==> src/hw/rtl/kvt_pkg.sv <==
`timescale 1ns / 1ps
// ----------------------------------------------------------------------------
// kvt_pkg
// Shared types and constants of the key/value text tokenizer.
// ----------------------------------------------------------------------------
package kvt_pkg;

  localparam int unsigned MaxRes = 3;
  localparam int unsigned CntW   = 2;
  localparam int unsigned QDepth = 2;
  localparam int unsigned QPtrW  = 1;
  localparam int unsigned QCntW  = 2;

  localparam logic [7:0] ChOpen   = 8'h7B;
  localparam logic [7:0] ChClose  = 8'h7D;
  localparam logic [7:0] ChQuote  = 8'h22;
  localparam logic [7:0] ChSlash  = 8'h2F;
  localparam logic [7:0] ChBslash = 8'h5C;
  localparam logic [7:0] ChLowN   = 8'h6E;
  localparam logic [7:0] ChLowT   = 8'h74;
  localparam logic [7:0] ChNl     = 8'h0A;
  localparam logic [7:0] ChTab    = 8'h09;
  localparam logic [7:0] ChSpace  = 8'h20;
  localparam logic [7:0] ChCr     = 8'h0D;

  localparam logic FuncByte = 1'b0;
  localparam logic FuncEot  = 1'b1;

  typedef enum logic [2:0] {
    KindByte  = 3'd0,
    KindSend  = 3'd1,
    KindOpen  = 3'd2,
    KindClose = 3'd3,
    KindEot   = 3'd4
  } token_kind_e;

  typedef enum logic [2:0] {
    ModeIdle    = 3'd0,
    ModeSlash   = 3'd1,
    ModeComment = 3'd2,
    ModeBare    = 3'd3,
    ModeQuoted  = 3'd4,
    ModeEscape  = 3'd5
  } lex_mode_e;

  typedef struct packed {
    logic [CntW-1:0]          cnt;
    token_kind_e [MaxRes-1:0] kind;
    logic [MaxRes-1:0][7:0]   data;
  } bundle_t;

  typedef struct packed {
    logic full;
    logic empty;
  } q_status_t;

endpackage

==> src/hw/rtl/kvt_if.sv <==
`timescale 1ns / 1ps
// ----------------------------------------------------------------------------
// kvt_in_if / kvt_out_if
// Valid/ready channels for text items and token items.
// ----------------------------------------------------------------------------
interface kvt_in_if;
  logic       valid;
  logic       ready;
  logic       func;
  logic [7:0] text_byte;
  modport source (output valid, output func, output text_byte, input ready);
  modport sink (input valid, input func, input text_byte, output ready);
endinterface

interface kvt_out_if;
  logic       valid;
  logic       ready;
  logic [2:0] token_kind;
  logic [7:0] out_byte;
  logic       run_last;
  modport source (output valid, output token_kind, output out_byte, output run_last,
                  input ready);
  modport sink (input valid, input token_kind, input out_byte, input run_last,
                output ready);
endinterface

==> src/hw/rtl/kvt_front.sv <==
`timescale 1ns / 1ps
// ----------------------------------------------------------------------------
// kvt_front
// Accepts text items, keeps the lexing mode and forms the result bundle.
// ----------------------------------------------------------------------------
module kvt_front (
  input  logic                 clk_i,
  input  logic                 rst_ni,
  input  logic                 in_valid_i,
  output logic                 in_ready_o,
  input  logic                 func_i,
  input  logic [7:0]           text_byte_i,
  input  kvt_pkg::q_status_t   q_status_i,
  output logic                 push_o,
  output kvt_pkg::bundle_t     bundle_o
);

  kvt_pkg::lex_mode_e mode_q, mode_d;
  kvt_pkg::bundle_t   b;
  logic               accept;

  function automatic kvt_pkg::bundle_t add_res(kvt_pkg::bundle_t bi,
                                               kvt_pkg::token_kind_e k,
                                               logic [7:0] by);
    kvt_pkg::bundle_t bo;
    bo = bi;
    bo.kind[bi.cnt] = k;
    bo.data[bi.cnt] = (k == kvt_pkg::KindByte) ? by : 8'h00;
    bo.cnt = bi.cnt + 1'b1;
    return bo;
  endfunction

  function automatic logic is_ws(logic [7:0] c);
    return (c == kvt_pkg::ChSpace) || ((c >= kvt_pkg::ChTab) && (c <= kvt_pkg::ChCr));
  endfunction

  function automatic kvt_pkg::bundle_t bare_res(kvt_pkg::bundle_t bi, logic [7:0] c);
    kvt_pkg::bundle_t bo;
    bo = bi;
    if (is_ws(c)) begin
      bo = add_res(bo, kvt_pkg::KindSend, 8'h00);
    end else if (c == kvt_pkg::ChOpen) begin
      bo = add_res(bo, kvt_pkg::KindSend, 8'h00);
      bo = add_res(bo, kvt_pkg::KindOpen, 8'h00);
    end else if (c == kvt_pkg::ChClose) begin
      bo = add_res(bo, kvt_pkg::KindSend, 8'h00);
      bo = add_res(bo, kvt_pkg::KindClose, 8'h00);
    end else begin
      bo = add_res(bo, kvt_pkg::KindByte, c);
    end
    return bo;
  endfunction

  function automatic kvt_pkg::lex_mode_e bare_mode(logic [7:0] c);
    if (is_ws(c) || (c == kvt_pkg::ChOpen) || (c == kvt_pkg::ChClose)) begin
      return kvt_pkg::ModeIdle;
    end
    return kvt_pkg::ModeBare;
  endfunction

  assign in_ready_o = !q_status_i.full;
  assign accept     = in_valid_i && in_ready_o;

  always_comb begin
    b      = '0;
    mode_d = mode_q;
    if (func_i == kvt_pkg::FuncEot) begin
      unique case (mode_q)
        kvt_pkg::ModeSlash: begin
          b = add_res(b, kvt_pkg::KindByte, kvt_pkg::ChSlash);
          b = add_res(b, kvt_pkg::KindSend, 8'h00);
        end
        kvt_pkg::ModeBare, kvt_pkg::ModeQuoted: begin
          b = add_res(b, kvt_pkg::KindSend, 8'h00);
        end
        kvt_pkg::ModeEscape: begin
          b = add_res(b, kvt_pkg::KindByte, kvt_pkg::ChBslash);
          b = add_res(b, kvt_pkg::KindSend, 8'h00);
        end
        default: begin
        end
      endcase
      b      = add_res(b, kvt_pkg::KindEot, 8'h00);
      mode_d = kvt_pkg::ModeIdle;
    end else begin
      unique case (mode_q)
        kvt_pkg::ModeSlash: begin
          if (text_byte_i == kvt_pkg::ChSlash) begin
            mode_d = kvt_pkg::ModeComment;
          end else begin
            b      = add_res(b, kvt_pkg::KindByte, kvt_pkg::ChSlash);
            b      = bare_res(b, text_byte_i);
            mode_d = bare_mode(text_byte_i);
          end
        end
        kvt_pkg::ModeComment: begin
          if (text_byte_i == kvt_pkg::ChNl) begin
            mode_d = kvt_pkg::ModeIdle;
          end
        end
        kvt_pkg::ModeBare: begin
          b      = bare_res(b, text_byte_i);
          mode_d = bare_mode(text_byte_i);
        end
        kvt_pkg::ModeQuoted: begin
          if (text_byte_i == kvt_pkg::ChQuote) begin
            b      = add_res(b, kvt_pkg::KindSend, 8'h00);
            mode_d = kvt_pkg::ModeIdle;
          end else if (text_byte_i == kvt_pkg::ChBslash) begin
            mode_d = kvt_pkg::ModeEscape;
          end else begin
            b = add_res(b, kvt_pkg::KindByte, text_byte_i);
          end
        end
        kvt_pkg::ModeEscape: begin
          if (text_byte_i == kvt_pkg::ChLowN) begin
            b = add_res(b, kvt_pkg::KindByte, kvt_pkg::ChNl);
          end else if (text_byte_i == kvt_pkg::ChLowT) begin
            b = add_res(b, kvt_pkg::KindByte, kvt_pkg::ChTab);
          end else begin
            b = add_res(b, kvt_pkg::KindByte, text_byte_i);
          end
          mode_d = kvt_pkg::ModeQuoted;
        end
        default: begin
          mode_d = kvt_pkg::ModeIdle;
          if (is_ws(text_byte_i)) begin
          end else if (text_byte_i == kvt_pkg::ChOpen) begin
            b = add_res(b, kvt_pkg::KindOpen, 8'h00);
          end else if (text_byte_i == kvt_pkg::ChClose) begin
            b = add_res(b, kvt_pkg::KindClose, 8'h00);
          end else if (text_byte_i == kvt_pkg::ChQuote) begin
            mode_d = kvt_pkg::ModeQuoted;
          end else if (text_byte_i == kvt_pkg::ChSlash) begin
            mode_d = kvt_pkg::ModeSlash;
          end else begin
            b      = add_res(b, kvt_pkg::KindByte, text_byte_i);
            mode_d = kvt_pkg::ModeBare;
          end
        end
      endcase
    end
  end

  always_ff @(posedge clk_i or negedge rst_ni) begin
    if (!rst_ni) begin
      mode_q <= kvt_pkg::ModeIdle;
    end else if (accept) begin
      mode_q <= mode_d;
    end
  end

  assign push_o   = accept && (b.cnt != '0);
  assign bundle_o = b;

endmodule

==> src/hw/rtl/kvt_queue.sv <==
`timescale 1ns / 1ps
// ----------------------------------------------------------------------------
// kvt_queue
// Short queue of result bundles between the front and the back.
// ----------------------------------------------------------------------------
module kvt_queue (
  input  logic               clk_i,
  input  logic               rst_ni,
  input  logic               push_i,
  input  kvt_pkg::bundle_t   push_data_i,
  input  logic               pop_i,
  output kvt_pkg::bundle_t   head_o,
  output kvt_pkg::q_status_t status_o
);

  kvt_pkg::bundle_t [kvt_pkg::QDepth-1:0] mem_q;
  logic [kvt_pkg::QPtrW-1:0] wr_ptr_q, rd_ptr_q;
  logic [kvt_pkg::QCntW-1:0] cnt_q;
  logic                      do_push, do_pop;

  function automatic logic [kvt_pkg::QCntW-1:0] QCntWExt(logic v);
    return {{(kvt_pkg::QCntW-1){1'b0}}, v};
  endfunction

  assign status_o.full  = (cnt_q == kvt_pkg::QCntW'(kvt_pkg::QDepth));
  assign status_o.empty = (cnt_q == '0);
  assign do_push        = push_i && !status_o.full;
  assign do_pop         = pop_i && !status_o.empty;
  assign head_o         = mem_q[rd_ptr_q];

  always_ff @(posedge clk_i) begin
    if (do_push) begin
      mem_q[wr_ptr_q] <= push_data_i;
    end
  end

  always_ff @(posedge clk_i or negedge rst_ni) begin
    if (!rst_ni) begin
      wr_ptr_q <= '0;
      rd_ptr_q <= '0;
      cnt_q    <= '0;
    end else begin
      if (do_push) begin
        wr_ptr_q <= wr_ptr_q + 1'b1;
      end
      if (do_pop) begin
        rd_ptr_q <= rd_ptr_q + 1'b1;
      end
      cnt_q <= cnt_q + QCntWExt(do_push) - QCntWExt(do_pop);
    end
  end

endmodule

==> src/hw/rtl/kvt_back.sv <==
`timescale 1ns / 1ps
// ----------------------------------------------------------------------------
// kvt_back
// Splits each bundle into result items and holds them in an output register.
// ----------------------------------------------------------------------------
module kvt_back (
  input  logic               clk_i,
  input  logic               rst_ni,
  input  kvt_pkg::bundle_t   head_i,
  input  kvt_pkg::q_status_t q_status_i,
  output logic               pop_o,
  output logic               out_valid_o,
  input  logic               out_ready_i,
  output logic [2:0]         token_kind_o,
  output logic [7:0]         out_byte_o,
  output logic               run_last_o
);

  logic [kvt_pkg::CntW-1:0] idx_q, idx_d;
  logic                     valid_q, valid_d;
  logic [2:0]               kind_q;
  logic [7:0]               byte_q;
  logic                     last_q, last_d;
  logic                     load;

  assign load   = (!valid_q || out_ready_i) && !q_status_i.empty;
  assign last_d = (idx_q == head_i.cnt - 1'b1);
  assign pop_o  = load && last_d;

  always_comb begin
    idx_d   = idx_q;
    valid_d = valid_q && !out_ready_i;
    if (load) begin
      valid_d = 1'b1;
      idx_d   = last_d ? '0 : idx_q + 1'b1;
    end
  end

  always_ff @(posedge clk_i or negedge rst_ni) begin
    if (!rst_ni) begin
      valid_q <= 1'b0;
      idx_q   <= '0;
    end else begin
      valid_q <= valid_d;
      idx_q   <= idx_d;
    end
  end

  always_ff @(posedge clk_i) begin
    if (load) begin
      kind_q <= head_i.kind[idx_q];
      byte_q <= head_i.data[idx_q];
      last_q <= last_d;
    end
  end

  assign out_valid_o  = valid_q;
  assign token_kind_o = kind_q;
  assign out_byte_o   = byte_q;
  assign run_last_o   = last_q;

endmodule

==> src/hw/rtl/keyvalue_text_tokenizer_unit.sv <==
`timescale 1ns / 1ps
// ----------------------------------------------------------------------------
// keyvalue_text_tokenizer_unit
// Byte-serial lexer for brace-structured key/value text.
// An accepted item's results pass through the bundle queue into the output
// register. Throughput: one text item per cycle while the queue is not full;
// the output register drains one result item per cycle while out_o.ready is
// high. A two-entry bundle queue sets how far input may run ahead of output.
// Reset clears the lexing mode to idle and empties queue and output.
// ----------------------------------------------------------------------------
module keyvalue_text_tokenizer_unit (
  input  logic       clk_i,
  input  logic       rst_ni,
  kvt_in_if.sink     in_i,
  kvt_out_if.source  out_o
);

  logic               push, pop;
  kvt_pkg::bundle_t   push_data, head;
  kvt_pkg::q_status_t q_status;

  kvt_front u_front (
    .clk_i       (clk_i),
    .rst_ni      (rst_ni),
    .in_valid_i  (in_i.valid),
    .in_ready_o  (in_i.ready),
    .func_i      (in_i.func),
    .text_byte_i (in_i.text_byte),
    .q_status_i  (q_status),
    .push_o      (push),
    .bundle_o    (push_data)
  );

  kvt_queue u_queue (
    .clk_i       (clk_i),
    .rst_ni      (rst_ni),
    .push_i      (push),
    .push_data_i (push_data),
    .pop_i       (pop),
    .head_o      (head),
    .status_o    (q_status)
  );

  kvt_back u_back (
    .clk_i        (clk_i),
    .rst_ni       (rst_ni),
    .head_i       (head),
    .q_status_i   (q_status),
    .pop_o        (pop),
    .out_valid_o  (out_o.valid),
    .out_ready_i  (out_o.ready),
    .token_kind_o (out_o.token_kind),
    .out_byte_o   (out_o.out_byte),
    .run_last_o   (out_o.run_last)
  );

  a_q_sane: assert property (@(posedge clk_i) disable iff (!rst_ni)
    !(q_status.full && q_status.empty))
    else $error("queue reports full and empty at once");

  a_eot_last: assert property (@(posedge clk_i) disable iff (!rst_ni)
    (out_o.valid && (out_o.token_kind == kvt_pkg::KindEot)) |-> out_o.run_last)
    else $error("end-of-text item is not the last of its run");

  a_byte_zero: assert property (@(posedge clk_i) disable iff (!rst_ni)
    (out_o.valid && (out_o.token_kind != kvt_pkg::KindByte)) |-> (out_o.out_byte == 8'h00))
    else $error("non-byte token carries a nonzero byte");

endmodule

==> src/flat_wrapper.sv <==
// flat-port wrapper written by rule: the top's interface ports become plain ports
module keyvalue_text_tokenizer_unit_flat 
  (clk_i, rst_ni, in_i_valid, in_i_func, in_i_text_byte, in_i_ready, out_o_valid, out_o_token_kind, out_o_out_byte, out_o_run_last, out_o_ready);
  kvt_in_if in_i_i ();
  kvt_out_if out_o_i ();
  input  logic clk_i;
  input  logic rst_ni;
  input wire logic [$bits(in_i_i.valid)-1:0] in_i_valid;
  input wire logic [$bits(in_i_i.func)-1:0] in_i_func;
  input wire logic [$bits(in_i_i.text_byte)-1:0] in_i_text_byte;
  output wire logic [$bits(in_i_i.ready)-1:0] in_i_ready;
  output wire logic [$bits(out_o_i.valid)-1:0] out_o_valid;
  output wire logic [$bits(out_o_i.token_kind)-1:0] out_o_token_kind;
  output wire logic [$bits(out_o_i.out_byte)-1:0] out_o_out_byte;
  output wire logic [$bits(out_o_i.run_last)-1:0] out_o_run_last;
  input wire logic [$bits(out_o_i.ready)-1:0] out_o_ready;
  assign in_i_i.valid = in_i_valid;
  assign in_i_i.func = in_i_func;
  assign in_i_i.text_byte = in_i_text_byte;
  assign in_i_ready = in_i_i.ready;
  assign out_o_valid = out_o_i.valid;
  assign out_o_token_kind = out_o_i.token_kind;
  assign out_o_out_byte = out_o_i.out_byte;
  assign out_o_run_last = out_o_i.run_last;
  assign out_o_i.ready = out_o_ready;
  keyvalue_text_tokenizer_unit u_core (.clk_i(clk_i), .rst_ni(rst_ni), .in_i(in_i_i), .out_o(out_o_i));
endmodule
==> config.mk <==
export PLATFORM = sky130hd
export DESIGN_NAME = keyvalue_text_tokenizer_unit_flat
export DESIGN_NICKNAME = d
export VERILOG_FILES = /design/src/hw/rtl/kvt_pkg.sv /design/src/hw/rtl/kvt_if.sv /design/src/hw/rtl/kvt_front.sv /design/src/hw/rtl/kvt_queue.sv /design/src/hw/rtl/kvt_back.sv /design/src/hw/rtl/keyvalue_text_tokenizer_unit.sv /design/src/flat_wrapper.sv
export SDC_FILE = /design/constraint.sdc
export NUM_CORES = 1
export LEC_CHECK = 0
export BUFFER_PORTS_ARGS = -buffer_cell sky130_fd_sc_hd__buf_2
export CORE_MARGIN = 1.5
export CORE_UTILIZATION = 55
export CTS_CLUSTER_SIZE = 20
export DETAILED_ROUTE_END_ITERATION = 8
export PLACE_DENSITY = 0.76
export SYNTH_ARGS = -nofsm -noshare
export SYNTH_HDL_FRONTEND = slang
export SYNTH_HIERARCHICAL = 1
export SYNTH_SLANG_ARGS = --single-unit
==> constraint.sdc <==
create_clock -name clk_i -period 8.4 [get_ports clk_i]
set_input_delay 0.84 -clock clk_i [delete_from_list [all_inputs] [get_ports clk_i]]
set_output_delay 0.84 -clock clk_i [all_outputs]
set_load 0.02 [all_outputs]
# Word level (Yosys, flattened, before mapping)
# Cells that the tools add are included.
[totals]
inputBits = 13
out_inout_bits = 14
word_cells = 138
register_bits = 92
[op_classes]
n_bitwise = 5
n_mux = 55
n_addsub = 7
n_reduce_logical = 22
magnitude_cmp = 8
eq_ne = 18
[ops]
columns = ["op", "count"]
rows = [
  ["34-bit two-way mux", 10],
  ["35-bit two-way mux", 9],
  ["35-bit one-hot mux with 5 select lines", 1],
  ["35-bit one-hot mux with 3 select lines", 1],
  ["70-bit bitwise mux", 1],
  ["3-bit two-way mux", 14],
  ["8-bit by 7-bit equality test with 1-bit output (second input constant)", 5],
  ["35-bit demux with 1-bit select", 1],
  ["8-bit two-way mux", 4],
  ["24-bit bitwise AND", 1],
  ["8-bit by 6-bit equality test with 1-bit output (second input constant)", 3],
  ["24-bit inverter", 1],
  ["8-bit binary-select mux with 2-bit select", 1],
  ["8-bit demux with 2-bit select", 1],
  ["3-bit one-hot mux with 5 select lines", 1],
  ["1-bit logical AND", 10],
  ["8-bit by 4-bit equality test with 1-bit output (second input constant)", 1],
  ["8-bit by 4-bit >= comparator with 1-bit output (second input constant)", 1],
  ["8-bit by 4-bit <= comparator with 1-bit output (second input constant)", 1],
  ["1-bit two-way mux", 7],
  ["6-bit bitwise AND", 1],
  ["3-bit binary-select mux with 2-bit select", 1],
  ["3-bit demux with 2-bit select", 1],
  ["3-bit by 2-bit equality test with 1-bit output (second input constant)", 2],
  ["24 further kinds", 36],
]

# Depth between registers and ports, before layout
[logic_depth]
word_depth = 16
ltp_mapped = 13
mapped_depth_nobuf = 11

# Modules after synthesis
# Netlist, hierarchy kept.
[by_module_without_submodules]
columns = ["module", "area_per_inst_um2", "cells_each", "instances", "seq_area_each_um2"]
rows = [
  ["kvt_queue", 2876.5, 127, 1, 2202.1],
  ["kvt_front", 1293.7, 191, 1, 75.1],
  ["kvt_back", 798.3, 69, 1, 435.4],
]

# Worst setup path before layout
# Ideal clock, no wire load.
[synth_timing]
path_kind = "input to register"
from = "input in_i_text_byte[4]"
to = "register u_core/u_queue/mem_q[0] in the netlist's numbering, enable pin"
t_arrival_ns = 3.821
path_buffers = 2
t_required_ns = 7.973
cell_stages = 9
setup_time_ns = 0.427
setup_slack_ns = 4.152
cell_sequence = "buf_6 -> or3_4 -> buf_6 -> nor3_1 -> a21oi_1 -> a32oi_1 -> o41a_1 -> nand2_1 -> nor2_1"
[synth_via]
elab_chain_cells = 11
word_cells_on_any_way = 29
cone_classes = "order compare (2); eq/ne (6); mux (16); reduce/logical (5)"
[synth_rtl]
columns = ["item", "line_no", "source"]
rows = [
  ["from (decl)", "flat_wrapper.sv:10", "input wire logic [$bits(in_i_i.text_byte)-1:0] in_i_text_byte;"],
  ["branches (longest 6 deep; another with 8-bit by 4-bit >= comparator with 1-bit output)", "--", ""],
  ["35-bit one-hot mux with 5 select lines (*)", "kvt_front.sv:86", "unique case (mode_q)"],
  ["35-bit two-way mux (*)", "kvt_front.sv:67", "if (func_i == kvt_pkg::FuncEot) begin"],
  ["2-bit nonzero test (*)", "kvt_front.sv:153", "assign push_o = accept && (b.cnt != '0);"],
  ["1-bit logical AND (*)", "kvt_front.sv:153", ""],
  ["net u_core.push", "keyvalue_text_tokenizer_unit.sv:18", "logic push, pop;"],
  ["1-bit logical AND (*)", "kvt_queue.sv:27", "assign do_push = push_i && !status_o.full;"],
  ["to (signal, indexed assignment)", "kvt_queue.sv:33", "mem_q[wr_ptr_q] <= push_data_i;"],
  ["to (decl)", "kvt_queue.sv:16", "kvt_pkg::bundle_t [kvt_pkg::QDepth-1:0] mem_q;"],
]
# Mark *: on every way through the listed nets, which the timed path passes.
# A chain may end at the register's enable or synchronous reset.

# Final worst setup path
[layout_timing]
from = "input in_i_text_byte[5]"
to = "register u_core/u_queue/cnt_q[1] in the netlist's numbering"
[layout_via]
elab_chain_cells = 13
word_cells_on_any_way = 31
cone_classes = "add/sub (2); order compare (2); eq/ne (6); mux (16); reduce/logical (5)"
[layout_rtl]
columns = ["item", "line_no", "source"]
rows = [
  ["branches (longest 6 deep; another with 8-bit by 4-bit >= comparator with 1-bit output)", "--", ""],
  ["35-bit one-hot mux with 5 select lines (*)", "kvt_front.sv:86", ""],
  ["35-bit two-way mux (*)", "kvt_front.sv:67", ""],
  ["2-bit nonzero test (*)", "kvt_front.sv:153", ""],
  ["1-bit logical AND (*)", "kvt_front.sv:153", ""],
  ["net u_core.push", "keyvalue_text_tokenizer_unit.sv:18", ""],
  ["1-bit logical AND (*)", "kvt_queue.sv:27", ""],
  ["2-bit by 1-bit adder with 2-bit output (*)", "kvt_queue.sv:49", "cnt_q <= cnt_q + QCntWExt(do_push) - QCntWExt(do_pop);"],
  ["2-bit by 1-bit subtractor with 2-bit output (*)", "kvt_queue.sv:49", ""],
  ["to (signal assigned)", "kvt_queue.sv:49", ""],
  ["to (decl)", "kvt_queue.sv:18", "logic [kvt_pkg::QCntW-1:0] cnt_q;"],
]
# Marks and branches as above.

==> flow_metrics.tcl <==
set metrics [dict create \
    status "finished, final reports clean" \
    ant_nets 0 \
    cts_hold_buffers 0 \
    io_pins 27 \
    syn_area_um2 4969 \
    grt_overflow 0 \
    synth.avg_cell_area_um2 12.84 \
    rsz0062_at_grt "false" \
    grt_pass1_wl_mm 15.03 \
    cellPowerDensity_nw_per_um2 334.0 \
    yosysTopAreaCellShare_pct 49.56 \
    crit_path_max_incr_delay_ns 0.54 \
    dr.pass1.iters 5 \
    startpoint "in_i_text_byte[5]" \
    synth_seq_cells 92 \
    clock_sinks 92 \
    worstMarginPinSlew_ns 1.080 \
    hpwl_mm 6.288 \
    r2r-end "u_core/u_queue/cnt_q[1]" \
    synthArstFlopShare_pct 10.87 \
    wire_per_inst_um 17.79 \
    initial_core_util_pct 56.97 \
    hp-class "in -> async" \
    postSynthCellCount 387 \
    n_antenna_cell 0 \
    synth_flop_cell "edfxtp_1" \
    cts_resized 0 \
    clk_pin_slew_worst_paths_ns 0.08 \
    yosysWarnings 6 \
    clock.fmax_mhz 299.7 \
    fin_util_pct 59.15 \
    path_cells "buf_2 > or4bb_1 > nor3_1 > a21oi_1 > a32oi_1 > o41a_1 > nand2_1 > ha_1 > inv_1 > ha_1 > xnor2_1 > xnor2_1" \
    grt_pass1_vias 3022 \
    path_class "in -> reg" \
    grt_usage_pct 19.94 \
    netlist_top_cells_count "edfxtp_1 (82), nand2_1 (31), mux2_4 (29)" \
    maxCapViolCount 0 \
    tns_ns 0 \
    required_ns 8.67 \
    crit_buf_inv 2 \
    yosysUniqueCellTypes 75 \
    maxSlewViolCount 0 \
    numCtsBuffers 9 \
    coreArea_um2 8721 \
    dp_cells 501 \
    root_buffer "clkbuf_8" \
    yosys.cell_count.top_type "edfxtp_1" \
    clock_latency_ns 0.34 \
    grt_max_degree 37 \
    reg2reg_slack_ns 5.33 \
    cts_tree "yes" \
    reg2reg_from "u_core/u_queue/rd_ptr_q" \
    nFillCells 685 \
    relSlewSlack_pct 28.01 \
    drc 0 \
    dr_total_vias 3120 \
    clk_path_buf_depth 2 \
    final_hold_viol_count 0 \
    fin_crit_ns 3.337 \
    place.gp.congestion 0.9528 \
    ir_drop_mv 0.1296 \
    antenna_found_initial 0 \
    cp.depth 12 \
    die_area_um2 9613 \
    port_buffers 26 \
    instances_no_fill 517 \
    ys_seq_area_share_pct 54.60 \
    cp_data_arrival_time_ns 3.60 \
    final-setup-viol-count 0 \
    drt_iter0_markers 208 \
    min_period_over_period_pct 39.73 \
    die_y_um 98.05 \
    nNetsFinal 419 \
    drive_gt1_share_pct 22.00 \
    rows 34 \
    area.growth.synth_to_final_pct 3.828 \
    synth_edf_count 82 \
    critPathSlowestCell "or4bb_1" \
    crit_family "simple AND/OR/NAND/NOR gates" \
    yosys.area.top_type "edfxtp_1" \
    p_leak_uw 0.001902 \
    multi_input_area_um2 1956 \
    seq_area_um2 2714 \
    endpoint "u_core/u_queue/cnt_q[1]" \
    synthTopCellsByArea "edfxtp_1 (50%), mux2_4 (8.8%), dfrtp_1 (5.0%)" \
    fin_skew_ns 0.01049 \
    reg2reg_depth 10 \
    htreeDepth 3 \
    startpoint_type "primary input" \
    post-cts-setup-buffers 0 \
    die_w_um 98.05 \
    cp_max_fo 14 \
    endpoint_kind "register" \
    routed_via_density 6.035 \
    totalWireLength_mm 9.200 \
]
## final cells by class
cell class	instances	share of cell area (%)
clock buffer	11	2.547
clock inverter	5	0.5578
inverter	13	0.9459
multi-input combinational	260	37.91
sequential	92	52.61
tap	108	2.619
timing repair buffer	28	2.813
## cells by family (layout without fill, tap and decap cells)
group / after synthesis / after routing / share of synthesized area [%]
xor+xnor: 6 / 6 / 1.209
compound gates: 76 / 76 / 11.21
flops: 92 / 92 / 54.60
simple gates: 120 / 120 / 13.05
fa+ha+maj: 2 / 2 / 0.5036
mux: 48 / 48 / 12.74
buf+inv: 42 / 57 / 6.623
other cells: 1 / 8 / 0.07548
## worst min path at each step
stage,endpoint
global route,u_core/u_back/out_valid_o
finish,u_core/u_back/idx_q[0]
floorplan,u_core/u_queue/wr_ptr_q
detailed placement,u_core/u_queue/cnt_q[1]
global placement,u_core/u_queue/cnt_q[1]
CTS,u_core/u_back/out_valid_o
## metal layers
metal  track usage (%)  routed length [um]  up-vias
met5                 0                   0        -
met4             8.571                 223        0
met3             3.436                 551       18
met2             32.15                4389      132
met1             26.78                4035     1489
li1                  -                   -     1481
## report_power, final
| group | switching, uW | leakage, uW | internal, uW | total, uW |
|---|---|---|---|---|
| Sequential | 126 | 0.000892 | 690 | 815 |
| Combinational | 348 | 0.000932 | 315 | 663 |
| Clock | 139 | 0.0000784 | 106 | 244 |
| Total | 612 | 0.00190 | 1110 | 1720 |
## state kept, by name, indices dropped and copies added (netlist names)
name	count
u_core/u_queue/cnt_q	2
u_core/u_queue/mem_q	70
u_core/u_back/token_kind_o	3
u_core/u_queue/rd_ptr_q	1
u_core/u_back/run_last_o	1
u_core/u_back/idx_q	2
u_core/u_back/out_byte_o	8
u_core/u_queue/wr_ptr_q	1
u_core/u_back/out_valid_o	1
u_core/u_front/mode_q	3
## through the flow
stage / cell area, um2 / worst slack, ns / power, uW / hold slack (ns)
after global placement: 4999 / 4.910 / 1476 / 0.4834
after global routing: 5159 / 4.921 / 1831 / 0.3455
final: 5159 / 5.063 / 1723 / 0.3479
after floorplan: 4995 / 4.152 / 1370 / 0.4608
after detailed placement: 4999 / 4.782 / 1492 / 0.4975
after CTS: 5159 / 5.149 / 1736 / 0.3342
## cells in the final DEF, fill, tap and decap left out, drive strengths merged, types with 11 or more instances in the layout
| master | netlist | final |
|---|---|---|
| o21ai | 22 | 22 |
| mux2i | 13 | 13 |
| mux2 | 35 | 35 |
| buf | 22 | 28 |
| nor2 | 19 | 19 |
| clkbuf | 7 | 11 |
| nor3 | 13 | 13 |
| inv | 13 | 13 |
| edfxtp | 82 | 82 |
| nand2 | 31 | 31 |
Power figures use the tool's default switching activity.
